===== config.mk =====
export PLATFORM = sky130hd
export DESIGN_NAME = circular_deque
export DESIGN_NICKNAME = d
export VERILOG_FILES = /design/src/cdq_pkg.sv /design/src/circular_deque.sv /design/src/cdq_ctrl.sv /design/src/cdq_datapath.sv
export VERILOG_INCLUDE_DIRS = /design/src /design/src/src
export SDC_FILE = /design/constraint.sdc
export NUM_CORES = 1
export LEC_CHECK = 0
export ABC_AREA = 1
export BUFFER_PORTS_ARGS = -buffer_cell sky130_fd_sc_hd__buf_2
export CAP_MARGIN = 20
export CORE_MARGIN = 10
export CORE_UTILIZATION = 47
export DETAILED_ROUTE_END_ITERATION = 12
export GPL_TIMING_DRIVEN = 0
export SLEW_MARGIN = 30
export SYNTH_ARGS = -nofsm -noshare
export SYNTH_HDL_FRONTEND = slang
export SYNTH_HIERARCHICAL = 1
export SYNTH_SLANG_ARGS = --single-unit

===== constraint.sdc =====
create_clock -name clk -period 5.3 [get_ports clk]
set_clock_uncertainty 0.2 [all_clocks]
set_input_delay 0.53 -clock clk [delete_from_list [all_inputs] [get_ports clk]]
set_output_delay 0.53 -clock clk [all_outputs]
set_load 0.05 [all_outputs]

===== src/circular_deque_macros.svh =====
// Assertion macros for the circular deque RTL.
`ifndef CIRCULAR_DEQUE_MACROS_SVH
`define CIRCULAR_DEQUE_MACROS_SVH

`ifndef SYNTHESIS

`define CDQ_ASSERT(lbl, clk, rst_n, prop, msg) \
  lbl: assert property (@(posedge clk) disable iff (!rst_n) prop) else $error(msg);

`define CDQ_ASSERT_NEVER(lbl, clk, rst_n, expr, msg) \
  lbl: assert property (@(posedge clk) disable iff (!rst_n) !(expr)) else $error(msg);

`else

`define CDQ_ASSERT(lbl, clk, rst_n, prop, msg)

`define CDQ_ASSERT_NEVER(lbl, clk, rst_n, expr, msg)

`endif

`endif


===== src/cdq_pkg.sv =====
package cdq_pkg;

  localparam int DEPTH      = 16;
  localparam int DATA_WIDTH = 32;

  localparam int PTR_W  = (DEPTH > 1) ? $clog2(DEPTH) : 1;
  localparam int CNT_W  = $clog2(DEPTH + 1);
  localparam int CMD_W  = 3;
  localparam int VAL_W  = 32;
  localparam int STS_W  = 2;
  localparam int FILL_W = 5;

  localparam logic [CMD_W-1:0] CMD_PUSH_FRONT = 3'd0;
  localparam logic [CMD_W-1:0] CMD_PUSH_REAR  = 3'd1;
  localparam logic [CMD_W-1:0] CMD_POP_FRONT  = 3'd2;
  localparam logic [CMD_W-1:0] CMD_POP_REAR   = 3'd3;
  localparam logic [CMD_W-1:0] CMD_READ_ALL   = 3'd4;

  localparam logic [STS_W-1:0] ST_OK    = 2'd0;
  localparam logic [STS_W-1:0] ST_FULL  = 2'd1;
  localparam logic [STS_W-1:0] ST_EMPTY = 2'd2;

  typedef struct packed {
    logic [CMD_W-1:0]        command;
    logic signed [VAL_W-1:0] value;
  } in_beat_t;

  typedef struct packed {
    logic [STS_W-1:0]        status;
    logic signed [VAL_W-1:0] data;
    logic                    last;
    logic [FILL_W-1:0]       fill_count;
  } out_beat_t;

  typedef struct packed {
    logic accept;
    logic pop_emit;
    logic dump_step;
  } cdq_ctl_t;

  typedef struct packed {
    logic pop_go;
    logic dump_go;
    logic dump_last;
  } cdq_sts_t;

endpackage


===== src/circular_deque.sv =====
// Double-ended queue over a 16-entry ring store. A command beat is taken when start is high
// and busy is low. Push commands and refused or unused commands leave busy low, so they can
// be issued back to back; pops hold busy high because the store has a registered read port.
// A read-out of N held entries gives N result beats, one per cycle, front to rear, with
// last set on the final one. Each result sits on out_item for one cycle under out_strobe:
// in the cycle after the command for pushes, refusals and unused codes; for pops and
// read-outs the data passes through the store's read register and then the output register.
// The receiver cannot stall, so it must take every beat in the cycle it is shown.
module circular_deque
  import cdq_pkg::*;
(
  input  logic      clk,
  input  logic      rst_n,
  input  logic      start,
  output logic      busy,
  input  in_beat_t  in_item,
  output logic      out_strobe,
  output out_beat_t out_item
);

  cdq_ctl_t ctl;
  cdq_sts_t sts;

  cdq_ctrl u_ctrl (
    .clk   (clk),
    .rst_n (rst_n),
    .start (start),
    .busy  (busy),
    .sts   (sts),
    .ctl   (ctl)
  );

  cdq_datapath u_datapath (
    .clk        (clk),
    .rst_n      (rst_n),
    .in_item    (in_item),
    .ctl        (ctl),
    .sts        (sts),
    .out_strobe (out_strobe),
    .out_item   (out_item)
  );

endmodule


===== src/cdq_ctrl.sv =====
module cdq_ctrl
  import cdq_pkg::*;
(
  input  logic     clk,
  input  logic     rst_n,
  input  logic     start,
  output logic     busy,
  input  cdq_sts_t sts,
  output cdq_ctl_t ctl
);

  localparam logic [1:0] S_IDLE   = 2'd0;
  localparam logic [1:0] S_POPOUT = 2'd1;
  localparam logic [1:0] S_DUMP   = 2'd2;

  logic [1:0] state_r;
  logic [1:0] state_nxt;

  always_comb begin
    state_nxt     = state_r;
    ctl.accept    = 1'b0;
    ctl.pop_emit  = 1'b0;
    ctl.dump_step = 1'b0;
    case (state_r)
      S_IDLE: begin
        if (start) begin
          ctl.accept = 1'b1;
          if (sts.pop_go) begin
            state_nxt = S_POPOUT;
          end else if (sts.dump_go) begin
            state_nxt = S_DUMP;
          end
        end
      end
      S_POPOUT: begin
        ctl.pop_emit = 1'b1;
        state_nxt    = S_IDLE;
      end
      S_DUMP: begin
        ctl.dump_step = 1'b1;
        if (sts.dump_last) begin
          state_nxt = S_IDLE;
        end
      end
      default: begin
        state_nxt = S_IDLE;
      end
    endcase
  end

  always_ff @(posedge clk) begin
    if (!rst_n) begin
      state_r <= S_IDLE;
    end else begin
      state_r <= state_nxt;
    end
  end

  assign busy = (state_r != S_IDLE);

endmodule


===== src/cdq_datapath.sv =====
`include "circular_deque_macros.svh"

module cdq_datapath
  import cdq_pkg::*;
(
  input  logic      clk,
  input  logic      rst_n,
  input  in_beat_t  in_item,
  input  cdq_ctl_t  ctl,
  output cdq_sts_t  sts,
  output logic      out_strobe,
  output out_beat_t out_item
);

  logic [DATA_WIDTH-1:0] mem [DEPTH];

  logic [PTR_W-1:0] head_r, head_nxt;
  logic [PTR_W-1:0] tail_r, tail_nxt;
  logic [CNT_W-1:0] count_r, count_nxt;
  logic [PTR_W-1:0] rp_r, rp_nxt;
  logic [PTR_W-1:0] idx_r, idx_nxt;
  logic [DATA_WIDTH-1:0] rd_r;

  logic                  wr_en;
  logic [PTR_W-1:0]      wr_addr;
  logic                  rd_en;
  logic [PTR_W-1:0]      rd_addr;
  logic                  strobe_r, strobe_nxt;
  out_beat_t             out_r, out_nxt;
  logic                  full;
  logic                  empty;

  function automatic logic [PTR_W-1:0] ptr_inc(input logic [PTR_W-1:0] p);
    return (p == PTR_W'(DEPTH - 1)) ? '0 : p + 1'b1;
  endfunction

  function automatic logic [PTR_W-1:0] ptr_dec(input logic [PTR_W-1:0] p);
    return (p == '0) ? PTR_W'(DEPTH - 1) : p - 1'b1;
  endfunction

  assign full  = (count_r == CNT_W'(DEPTH));
  assign empty = (count_r == '0);

  assign sts.pop_go    = ((in_item.command == CMD_POP_FRONT) ||
                          (in_item.command == CMD_POP_REAR)) && !empty;
  assign sts.dump_go   = (in_item.command == CMD_READ_ALL) && !empty;
  assign sts.dump_last = ((CNT_W'(idx_r) + 1'b1) == count_r);

  always_comb begin
    head_nxt   = head_r;
    tail_nxt   = tail_r;
    count_nxt  = count_r;
    rp_nxt     = rp_r;
    idx_nxt    = idx_r;
    wr_en      = 1'b0;
    wr_addr    = head_r;
    rd_en      = 1'b0;
    rd_addr    = head_r;
    strobe_nxt = 1'b0;
    out_nxt    = '{status: ST_OK, data: '0, last: 1'b1, fill_count: '0};

    if (ctl.accept) begin
      case (in_item.command)
        CMD_PUSH_FRONT: begin
          strobe_nxt = 1'b1;
          if (full) begin
            out_nxt.status = ST_FULL;
          end else begin
            head_nxt  = ptr_dec(head_r);
            wr_en     = 1'b1;
            wr_addr   = ptr_dec(head_r);
            count_nxt = count_r + 1'b1;
          end
        end
        CMD_PUSH_REAR: begin
          strobe_nxt = 1'b1;
          if (full) begin
            out_nxt.status = ST_FULL;
          end else begin
            tail_nxt  = ptr_inc(tail_r);
            wr_en     = 1'b1;
            wr_addr   = tail_r;
            count_nxt = count_r + 1'b1;
          end
        end
        CMD_POP_FRONT: begin
          if (empty) begin
            strobe_nxt     = 1'b1;
            out_nxt.status = ST_EMPTY;
          end else begin
            rd_en     = 1'b1;
            rd_addr   = head_r;
            head_nxt  = ptr_inc(head_r);
            count_nxt = count_r - 1'b1;
          end
        end
        CMD_POP_REAR: begin
          if (empty) begin
            strobe_nxt     = 1'b1;
            out_nxt.status = ST_EMPTY;
          end else begin
            rd_en     = 1'b1;
            rd_addr   = ptr_dec(tail_r);
            tail_nxt  = ptr_dec(tail_r);
            count_nxt = count_r - 1'b1;
          end
        end
        CMD_READ_ALL: begin
          if (empty) begin
            strobe_nxt     = 1'b1;
            out_nxt.status = ST_EMPTY;
          end else begin
            rd_en   = 1'b1;
            rd_addr = head_r;
            rp_nxt  = ptr_inc(head_r);
            idx_nxt = '0;
          end
        end
        default: begin
          strobe_nxt = 1'b1;
        end
      endcase
    end else if (ctl.pop_emit) begin
      strobe_nxt   = 1'b1;
      out_nxt.data = VAL_W'(rd_r);
    end else if (ctl.dump_step) begin
      strobe_nxt   = 1'b1;
      out_nxt.data = VAL_W'(rd_r);
      out_nxt.last = sts.dump_last;
      if (!sts.dump_last) begin
        // advance to the next held entry
        rd_en   = 1'b1;
        rd_addr = rp_r;
        rp_nxt  = ptr_inc(rp_r);
        idx_nxt = idx_r + 1'b1;
      end
    end

    out_nxt.fill_count = FILL_W'(count_nxt);
  end

  always_ff @(posedge clk) begin
    if (wr_en) begin
      mem[wr_addr] <= DATA_WIDTH'($unsigned(in_item.value));
    end
    if (rd_en) begin
      rd_r <= mem[rd_addr];
    end
  end

  always_ff @(posedge clk) begin
    if (!rst_n) begin
      head_r   <= '0;
      tail_r   <= '0;
      count_r  <= '0;
      strobe_r <= 1'b0;
    end else begin
      head_r   <= head_nxt;
      tail_r   <= tail_nxt;
      count_r  <= count_nxt;
      strobe_r <= strobe_nxt;
    end
  end

  always_ff @(posedge clk) begin
    rp_r  <= rp_nxt;
    idx_r <= idx_nxt;
    out_r <= out_nxt;
  end

  assign out_strobe = strobe_r;
  assign out_item   = out_r;

  `CDQ_ASSERT_NEVER(a_count_range, clk, rst_n, count_r > CNT_W'(DEPTH), "count beyond depth")
  `CDQ_ASSERT(a_ptr_meet, clk, rst_n, ((count_r == '0) || full) |-> (head_r == tail_r), "pointers apart at empty or full")
  `CDQ_ASSERT(a_pop_after_accept, clk, rst_n, ctl.pop_emit |-> $past(ctl.accept), "pop beat without accepted command")
  `CDQ_ASSERT(a_dump_continues, clk, rst_n, (ctl.dump_step && !sts.dump_last) |=> ctl.dump_step, "read-out stopped early")

endmodule

==> results of run 1 <==
==> through the flow <==
stage	worst slack (ns)	instances	setup TNS [ns]	cell area, um2
6_report	1.29	3640	0	31700
5_1_grt	0.946	3640	0	31700
4_1_cts	1.34	3640	0	31700
3_5_place_dp	1.21	3524	0	29600
3_3_place_gp	-1.69	3498	-269.75	28800
2_1_floorplan	1.38	2655	0	27500
==> kinds of logic after synthesis <==
| kind of cell | count (synthesis) | share of synthesized area |
|---|---|---|
| compound gates | 68 | 0.0143 |
| xor+xnor | 11 | 0.00351 |
| fa+ha+maj | 10 | 0.00455 |
| buf+inv | 777 | 0.119 |
| flops | 608 | 0.644 |
| mux | 1 | 0.000364 |
| simple gates | 1180 | 0.214 |
==> area by class of cell <==
| cell class | instances | share of cell area |
|---|---|---|
| clock buffers | 87 | 0.0570 |
| flip-flops and latches | 608 | 0.559 |
| repair buffers | 104 | 0.0331 |
| inverters | 610 | 0.0723 |
| well taps | 765 | 0.0302 |
| clock inverters | 29 | 0.00810 |
| multi-input cells | 1270 | 0.210 |
| plain buffers | 167 | 0.0310 |
==> tightest hold or removal path, stage by stage <==
cell     delay (ns)
buf_2          0.12
nand2_1        0.08
nor2_1         0.04
==> sequential cells by signal, indices dropped and copies added (netlist names), 4 cells and up <==
register,flops
u_datapath/rd_r,32
u_datapath/mem,512
u_datapath/idx_r,4
u_datapath/head_r,4
u_datapath/out_item,40
u_datapath/rp_r,4
u_datapath/count_r,5
u_datapath/tail_r,4
==> worst paths after layout <==
path / start / end / slack (ns)
hold reg to reg: u_datapath/rd_r[1] / u_datapath/out_item[7] / 0.26
setup / recovery: u_ctrl/state_r[0] / u_datapath/mem[0][17] / 1.29
hold / removal: start / u_ctrl/state_r[0] / 0.02
setup reg to reg: u_ctrl/state_r[0] / u_datapath/mem[0][17] / 1.29
==> layer usage <==
metal | track usage | vias up
li1 | - | 9297
met1 | 0.295 | 9758
met2 | 0.387 | 819
met3 | 0.0357 | 149
met4 | 0.0822 | 0
met5 | 0 | -
==> Yosys cell counts (all sizes together) <==
| library cell | number |
|---|---|
| dfxtp | 56 |
| clkbuf | 14 |
| o211ai | 2 |
| o21ai | 32 |
| edfxtp | 552 |
| or2 | 2 |
| nand3 | 470 |
| nor3 | 12 |
| o32ai | 1 |
| o221ai | 1 |
| nor2 | 80 |
| inv | 610 |
| nand3b | 1 |
| buf | 153 |
| o22ai | 5 |
| xnor2 | 4 |
| nand4 | 261 |
| xor2 | 7 |
| a21oi | 18 |
| a211oi | 3 |
| o21a | 1 |
| a221o | 1 |
| nand2 | 354 |
| a31oi | 4 |
| mux2i | 1 |
| ha | 10 |
==> placed cells by master (no fill, tap or decap), drive strengths merged, types with 12 or more instances in the layout <==
cell type and instances:
nor3 12, nand3 470, inv 613, buf 257, nor2 80, nand4 261, o21ai 32, dfxtp 56
clkbuf 101, nand2 354, a21oi 18, edfxtp 552, clkinv 19
==> report_power, final <==
| group | internal [uW] | leakage, uW | total [uW] | switching [uW] |
|---|---|---|---|---|
| clock network | 2590 | 0.00101 | 4430 | 1840 |
| registers | 5310 | 0.00543 | 5330 | 22.6 |
| logic | 374 | 0.00718 | 1320 | 945 |
==> summary.txt, run 1 <==
Status
  • Outcome: complete, no violations

Critical path
  • CP arrival: 4.11 ns
  • Slowest stage delay, CP: 0.54 ns
  • Max Fanout on Critical Path: 12
  • Crit-path most repeated cell: inv_1
  • R2R cell count: 15
  • Crit path buffers/inverters: 6
  • CP Class: reg2reg
  • CP endpoint kind: flop
  • Cell chain of the critical path: nor2_2 -> nand2_1 -> inv_1 -> inv_1 -> nor2_1 -> inv_1 -> nor2_1 -> inv_1 -> nor2_1 -> o32ai_1 -> a21oi_1 -> nand2_1 -> nor2_4 -> buf_16 -> buf_16
  • WP data required: 5.40 ns
  • Slowest cell on the critical path: nor2_4
  • CP Depth: 15
  • Startpoint class of the critical path: flop
  • Crit-path leading delay family: simple AND/OR/NAND/NOR gates

Detailed routing
  • Routed metal-1 wire length: 32,200 um
  • Via density: 5.50
  • Final wirelength: 78,800 um
  • Met2 wire length: 38,300 um
  • Residual DRC: 0
  • Top Layer Used: met4
  • WL met3: 6030 um
  • Remaining antenna violation count: 0
  • Vias: 20,000
  • First-pass iteration count of the detailed router: 6
  • Avg WL per Cell: 21.7 um
  • Initial drt markers: 2,105

Synthesis
  • FF+latch count, synth: 608
  • Post-Synthesis Cell Area: 0.0275 mm2
  • Synth top area share: 0.603
  • Synthesized net count: 2,703
  • Syn Inst Count: 2,655
  • Synth top area cells: edfxtp_1 60%, inv_1 8.2%, nand3_1 8.1%
  • Syn Area/Cell: 10.3 um2
  • Post-synth cell types: 43
  • Area leader, netlist: edfxtp_1
  • Synth Warn #: 6
  • Register area share after synthesis: 0.644

Cells and area
  • Layout cells sized above 1: 0.146
  • Diode count: 0
  • Multi-input logic area: 0.00664 mm2
  • Final core utilization: 0.548
  • Nets: 2,875
  • Seq. cell area: 0.0177 mm2
  • Area delta synth->final: 15.3%
  • Fillers: 4,977

Global route
  • GRT Total Usage: 0.229
  • Total congestion overflow: 0
  • Initial antenna violation count: 1
  • Largest net degree at the start of global routing: 21
  • Vias in the first global route: 19,300
  • Global-route wire length before repair: 118,000 um

Clock network
  • TritonCTS clock tree: built
  • Post-CTS Setup Bufs: 0
  • Reg clk slew, reported paths: 0.06 ns
  • CTS Buffer Depth: 3
  • Root Buffer Master: clkbuf_16
  • # H-tree levels: 3
  • Hold Buf Count CTS: 0
  • Clock sink total: 608
  • Post-CTS Resized: 0
  • Worst skew pair latency: 0.59 ns
  • Inserted Clock Buffers: 66

Floorplan
  • Die area: 0.0685 mm2
  • Initial Util: 0.475
  • Row Count: 88
  • Core ar.: 0.0578 mm2
  • Die height: 262 um
  • Die W: 262 um
  • I/O pin count: 80

Timing
  • Finish-stage setup viols: 0
  • Final hold violations: 0
  • Transition time at the pin with the least slew margin: 0.807 ns
  • Tmin final: 4.01 ns
  • Period utilization: 0.757
  • Max-slew violation count: 0
  • Unrepaired setup endpoints after global routing: no
  • Fin Hold WS: 0.0213 ns
  • Max frequency: 0.249 GHz
  • Worst rel slew slack: 0.458

Power and ir drop
  • Pwr Density: 350 mW/mm2
  • Final Power: 11,100 uW
  • Maximum vdd drop: 188 uV
  • Leak pwr: 0.0136 uW

Worst hold path
  • Hold depth: 3
  • Tightest Hold Check Type: in2reg

Placed design
  • PortBufs: 78
  • Post-DP HPWL: 54,400 um
  • RePlAce Congestion: 0.850

Job
  • MaxCap Viol Count: 0
No activity file was read; power rests on OpenSTA's default activity.
==> run 2: changes to the inputs <==
Settings changed: ABC_AREA 1 to 0.
Clock period 5.3 ns to 4.03 ns, I/O delays scaled along.
==> summary.txt, run 2 <==
Floorplan
  • Row Count: 82
  • Die W: 246 um
  • Die height: 246 um
  • Core ar.: 0.0504 mm2
  • Die area: 0.0606 mm2
  • I/O pin count: 80
  • Initial Util: 0.477

Cells and area
  • Layout cells sized above 1: 0.200
  • Most frequent cells in the layout: 552 x edfxtp_1, 225 x nand2_1, 130 x mux2i_1
  • Fillers: 3,880
  • Seq. cell area: 0.0177 mm2
  • Diode count: 0
  • Commonest non-fill, non-tap cell in the layout: edfxtp_1
  • Largest register FFs: 512
  • Nets: 1,830
  • Area delta synth->final: 20.5%
  • Multi-input logic area: 0.00597 mm2
  • Top reg by flops: u_datapath/mem
  • Final core utilization: 0.575

Critical path
  • Flop2flop setup slack: 0.08 ns
  • Slowest stage delay, CP: 0.57 ns
  • Startpoint class of the critical path: flop
  • Cell chain of the critical path: ha_1 -> o21ba_2 -> a221oi_4 -> o211ai_4 -> o221ai_2 -> nand3_1 -> buf_2 -> a211oi_1 -> a31oi_1 -> and3_1
  • WP data required: 4.21 ns
  • CP Class: reg2reg
  • Max Fanout on Critical Path: 10
  • Crit-path leading delay family: compound AO/OA/AOI/OAI gates
  • CP arrival: 4.13 ns
  • Crit path buffers/inverters: 1
  • Slowest cell on the critical path: o221ai_2
  • CP endpoint kind: flop

Detailed routing
  • Final wirelength: 59,300 um
  • Via density: 5.61
  • Residual DRC: 0
  • Remaining antenna violation count: 0
  • Initial drt markers: 1,155
  • Vias: 14,100
  • Avg WL per Cell: 23.7 um
  • First-pass iteration count of the detailed router: 5

Clock network
  • Root Buffer Master: clkbuf_16
  • Clock sink total: 608
  • TritonCTS clock tree: built
  • CTS Buffer Depth: 3
  • # H-tree levels: 2
  • Worst skew pair latency: 0.63 ns
  • Inserted Clock Buffers: 61
  • Reg clk slew, reported paths: 0.06 ns

Worst hold path
  • Tightest Hold Check Type: in2reg

Global route
  • Total congestion overflow: 0
  • Initial antenna violation count: 2
  • Largest net degree at the start of global routing: 18
  • Vias in the first global route: 13,600
  • GRT Total Usage: 0.194
  • Global-route wire length before repair: 88,500 um

Timing
  • Setup TNS: 0 ns
  • Period utilization: 0.981
  • Tmin final: 3.95 ns
  • PnR worst setup slack: 0.0766 ns
  • Transition time at the pin with the least slew margin: 0.890 ns
  • Worst rel slew slack: 0.407
  • Max-slew violation count: 0
  • Max frequency: 0.253 GHz
  • Finish-stage setup viols: 0
  • Final hold violations: 0

Synthesis
  • Syn Inst Count: 1,549
  • Synthesized net count: 1,597
  • Synth Warn #: 6
  • Xor and xnor fraction of the mapped netlist area: 0.00473
  • Synth top area cells: edfxtp_1 69%, mux2i_1 5.4%, dfxtp_1 4.7%
  • Top FF cell, synth: edfxtp_1
  • Post-synth cell types: 70
  • Register area share after synthesis: 0.736
  • Syn Area/Cell: 15.5 um2
  • EDFF count, synth: 552
  • Synth cell count leaders: 552 x edfxtp_1, 227 x nand2_1, 130 x mux2i_1
  • Count leader, synth: edfxtp_1
  • Synth Area in Compound Gates: 0.0876
  • Largest family of logic cells by synthesized area: simple AND/OR/NAND/NOR gates
  • Post-synthesis mux area share: 0.0552
  • Adder-cell share of the synthesized area: 0.00520
  • FF+latch count, synth: 608
  • Post-Synthesis Cell Area: 0.0241 mm2
  • Post-synthesis simple-gate area fraction: 0.0886
  • Synth async-reset ratio: 0
  • Synth top area share: 0.689
  • Area leader, netlist: edfxtp_1

Power and ir drop
  • Maximum vdd drop: 333 uV
  • Leak pwr: 0.00972 uW
  • Pwr Density: 478 mW/mm2

Placed design
  • PortBufs: 78
  • Setup WS pre-CTS: -0.667 ns
  • Post-DP HPWL: 38,900 um
  • RePlAce Congestion: 0.830

Status
  • Outcome: complete, no violations

Job
  • MaxCap Viol Count: 0
run 2: tightest hold or removal path: stages:
cell,delay [ns]
buf_2,0.12
nand2b_1,0.22
a21oi_1,0.12
run 2: final cells by class:
type                    instances  area share
clock inverters                33      0.0132
flip-flops and latches        608       0.611
multi-input cells             840       0.206
plain buffers                  85      0.0176
well taps                     672      0.0290
inverters                      15     0.00194
clock buffers                  82      0.0578
repair buffers                171      0.0640
run 2: per-layer routing:
layer  vias to the layer above  part of all wire  track usage
li1                       6443                 -            -
met1                      7096              0.43        0.264
met2                       411              0.48        0.316
met3                        98             0.060       0.0312
met4                         2             0.023       0.0581
met5                         -           0.00022            0
run 2: per-stage QoR:
step | cell area [um2] | power, uW | hold WS [ns] | instances
final | 29000 | 13900 | 0.0847 | 2506
after floorplan | 24100 | 7760 | 0.220 | 1549
after detailed placement | 26200 | 8170 | 0.224 | 2329
after CTS | 28900 | 14000 | 0.0291 | 2502
after global routing | 29000 | 14300 | 0.0577 | 2506
after global placement | 25300 | 8120 | 0.226 | 2299
run 2: worst paths after layout:
| path | startpoint | endpoint | cells past startpoint |
|---|---|---|---|
| max | u_datapath/idx_r[0] | u_datapath/rd_r[1] | 10 |
| min | in_item[33] | u_datapath/out_item[39] | 3 |
| max reg2reg | u_datapath/idx_r[0] | u_datapath/rd_r[1] | 10 |
| min reg2reg | u_datapath/rd_r[27] | u_datapath/out_item[33] | 1 |
run 2: cells by family (layout without fill, tap and decap cells):
kind of cell | Yosys count | count (layout)
muxes | 132 | 132
AOI/OAI and AO/OA | 244 | 244
xor gates and xnor gates | 13 | 13
and+or+nand+nor | 441 | 441
adders and majority gates | 10 | 10
buffers and inverters | 101 | 386
DFF | 608 | 608
run 2: what timing repair did:
action / CTS / global route
pin swaps: 12 / 5
setup buffers: 22 / 5
hold buffers: 36 / 0
setup endpoints to repair: 509 / 537
hold endpoints to repair: 519 / 0
gates resized for setup: 3 / 17
run 2: power by group:
part	internal [uW]	total (uW)	switching [uW]
Sequential	6990	7010	25.6
Clock	3420	5770	2350
Combinational	391	1070	683
==> run 3: changes to the inputs <==
Settings changed: CORE_UTILIZATION 47 to 30.
==> summary.txt, run 3 (synthesis gave the netlist of run 2 again) <==
Cells and area
  • Final core utilization: 0.372
  • Final Non-Filler Cells: 2,877
  • Most frequent cells in the layout: 552 x edfxtp_1, 225 x nand2_1, 130 x mux2i_1
  • Diode count: 0
  • Layout cells sized above 1: 0.201
  • Top reg by flops: u_datapath/mem
  • Area delta synth->final: 22.6%
  • Commonest non-fill, non-tap cell in the layout: edfxtp_1
  • Finished Cell Area: 0.0295 mm2
  • Nets: 1,822
  • Largest register FFs: 512

Global route
  • Total congestion overflow: 0
  • Largest net degree at the start of global routing: 20
  • Initial antenna violation count: 3
  • Global-route wire length before repair: 92,400 um
  • Vias in the first global route: 14,600
  • GRT Total Usage: 0.133

Power and ir drop
  • Final Power: 14,200 uW
  • Pwr Density: 480 mW/mm2
  • Leak pwr: 0.00972 uW
  • Maximum vdd drop: 295 uV

Clock network
  • # H-tree levels: 3
  • Worst skew pair latency: 0.61 ns
  • Reg clk slew, reported paths: 0.06 ns
  • Root Buffer Master: clkbuf_16
  • Clock sink total: 608
  • Inserted Clock Buffers: 68
  • CTS Buffer Depth: 3
  • TritonCTS clock tree: built

Timing
  • Fin Hold WS: 0.0101 ns
  • Tmin final: 3.90 ns
  • Worst rel slew slack: 0.474
  • Max-slew violation count: 0
  • Transition time at the pin with the least slew margin: 0.789 ns
  • Finish-stage setup viols: 0
  • Final hold violations: 0
  • Period utilization: 0.968
  • Max frequency: 0.256 GHz

Critical path
  • CP endpoint kind: flop
  • CP arrival: 4.02 ns
  • Crit-path leading delay family: simple AND/OR/NAND/NOR gates
  • Slowest cell on the critical path: nor3_4
  • WP data required: 4.15 ns
  • CP Class: reg2reg
  • Crit path buffers/inverters: 1
  • Max Fanout on Critical Path: 10
  • Cell chain of the critical path: ha_1 -> xnor2_1 -> a221oi_4 -> o211ai_4 -> o31ai_2 -> nor3_4 -> nor3b_4 -> clkbuf_4 -> a32oi_1 -> and3_1
  • Slowest stage delay, CP: 0.53 ns
  • Startpoint class of the critical path: flop

Detailed routing
  • Avg WL per Cell: 21.5 um
  • Residual DRC: 0
  • Final wirelength: 61,900 um
  • Initial drt markers: 1,160
  • Remaining antenna violation count: 0
  • Via density: 4.95
  • First-pass iteration count of the detailed router: 7
  • Vias: 14,200

Placed design
  • Post-DP HPWL: 41,200 um
  • # placed instances: 2,705
  • Post-Place Cell Area: 0.0267 mm2
  • PortBufs: 78
  • RePlAce Congestion: 0.819

Status
  • Outcome: complete, no violations

Job
  • MaxCap Viol Count: 0

Floorplan
  • Die height: 303 um
  • Core ar.: 0.0793 mm2
  • Row Count: 103
  • I/O pin count: 80
  • Initial Util: 0.303
  • Die W: 303 um
  • Die area: 0.0919 mm2

Worst hold path
  • Tightest Hold Check Type: in2reg
## run 3: what timing repair did
action | CTS | global route
resized for setup | 3 | 40
hold buffers | 34 | 0
buffers inserted | 11 | 5
endpoints found under the hold margin | 497 | 0
pin swaps | 8 | 6
endpoints found under the setup margin | 400 | 538
## run 3: routing by layer
metal	up-vias	routed length (um)	track usage
met5	-	27	0
met4	4	1620	0.0468
met3	113	4020	0.0252
met2	506	29900	0.222
met1	7171	26300	0.170
li1	6440	-	-
## run 3: final cells by class
| class | instances | area (um2) |
|---|---|---|
| fill | 7330 | 49800 |
| buffer | 85 | 531 |
| multi-input combinational | 840 | 6020 |
| timing repair buffer | 156 | 1710 |
| clock inverter | 36 | 369 |
| inverter | 15 | 56.3 |
| sequential | 608 | 17700 |
| tap | 1050 | 1310 |
| clock buffer | 87 | 1800 |
## run 3: metrics by stage
stage          TNS, ns  setup WS [ns]
2_1_floorplan   -80.36         -0.400
3_3_place_gp   -985.32          -2.52
3_5_place_dp   -124.27         -0.572
4_1_cts              0         0.0126
5_1_grt        -0.0136        -0.0136
6_report             0          0.130
## run 3: final timing paths
check	cells after the start	end	start	slack (ns)
hold / removal	1	u_datapath/mem[0][23]	in_item[23]	0.01
hold reg to reg	1	u_datapath/out_item[23]	u_datapath/rd_r[17]	0.24
setup / recovery	10	u_datapath/rd_r[30]	u_datapath/idx_r[0]	0.13
setup reg to reg	10	u_datapath/rd_r[30]	u_datapath/idx_r[0]	0.13
## run 3: where the power goes
group          total, uW  switching [uW]  internal (uW)
sequential          7020            27.5           6990
clock               6060            2540           3520
combinational       1080             692            391
total              14200            3260          10900
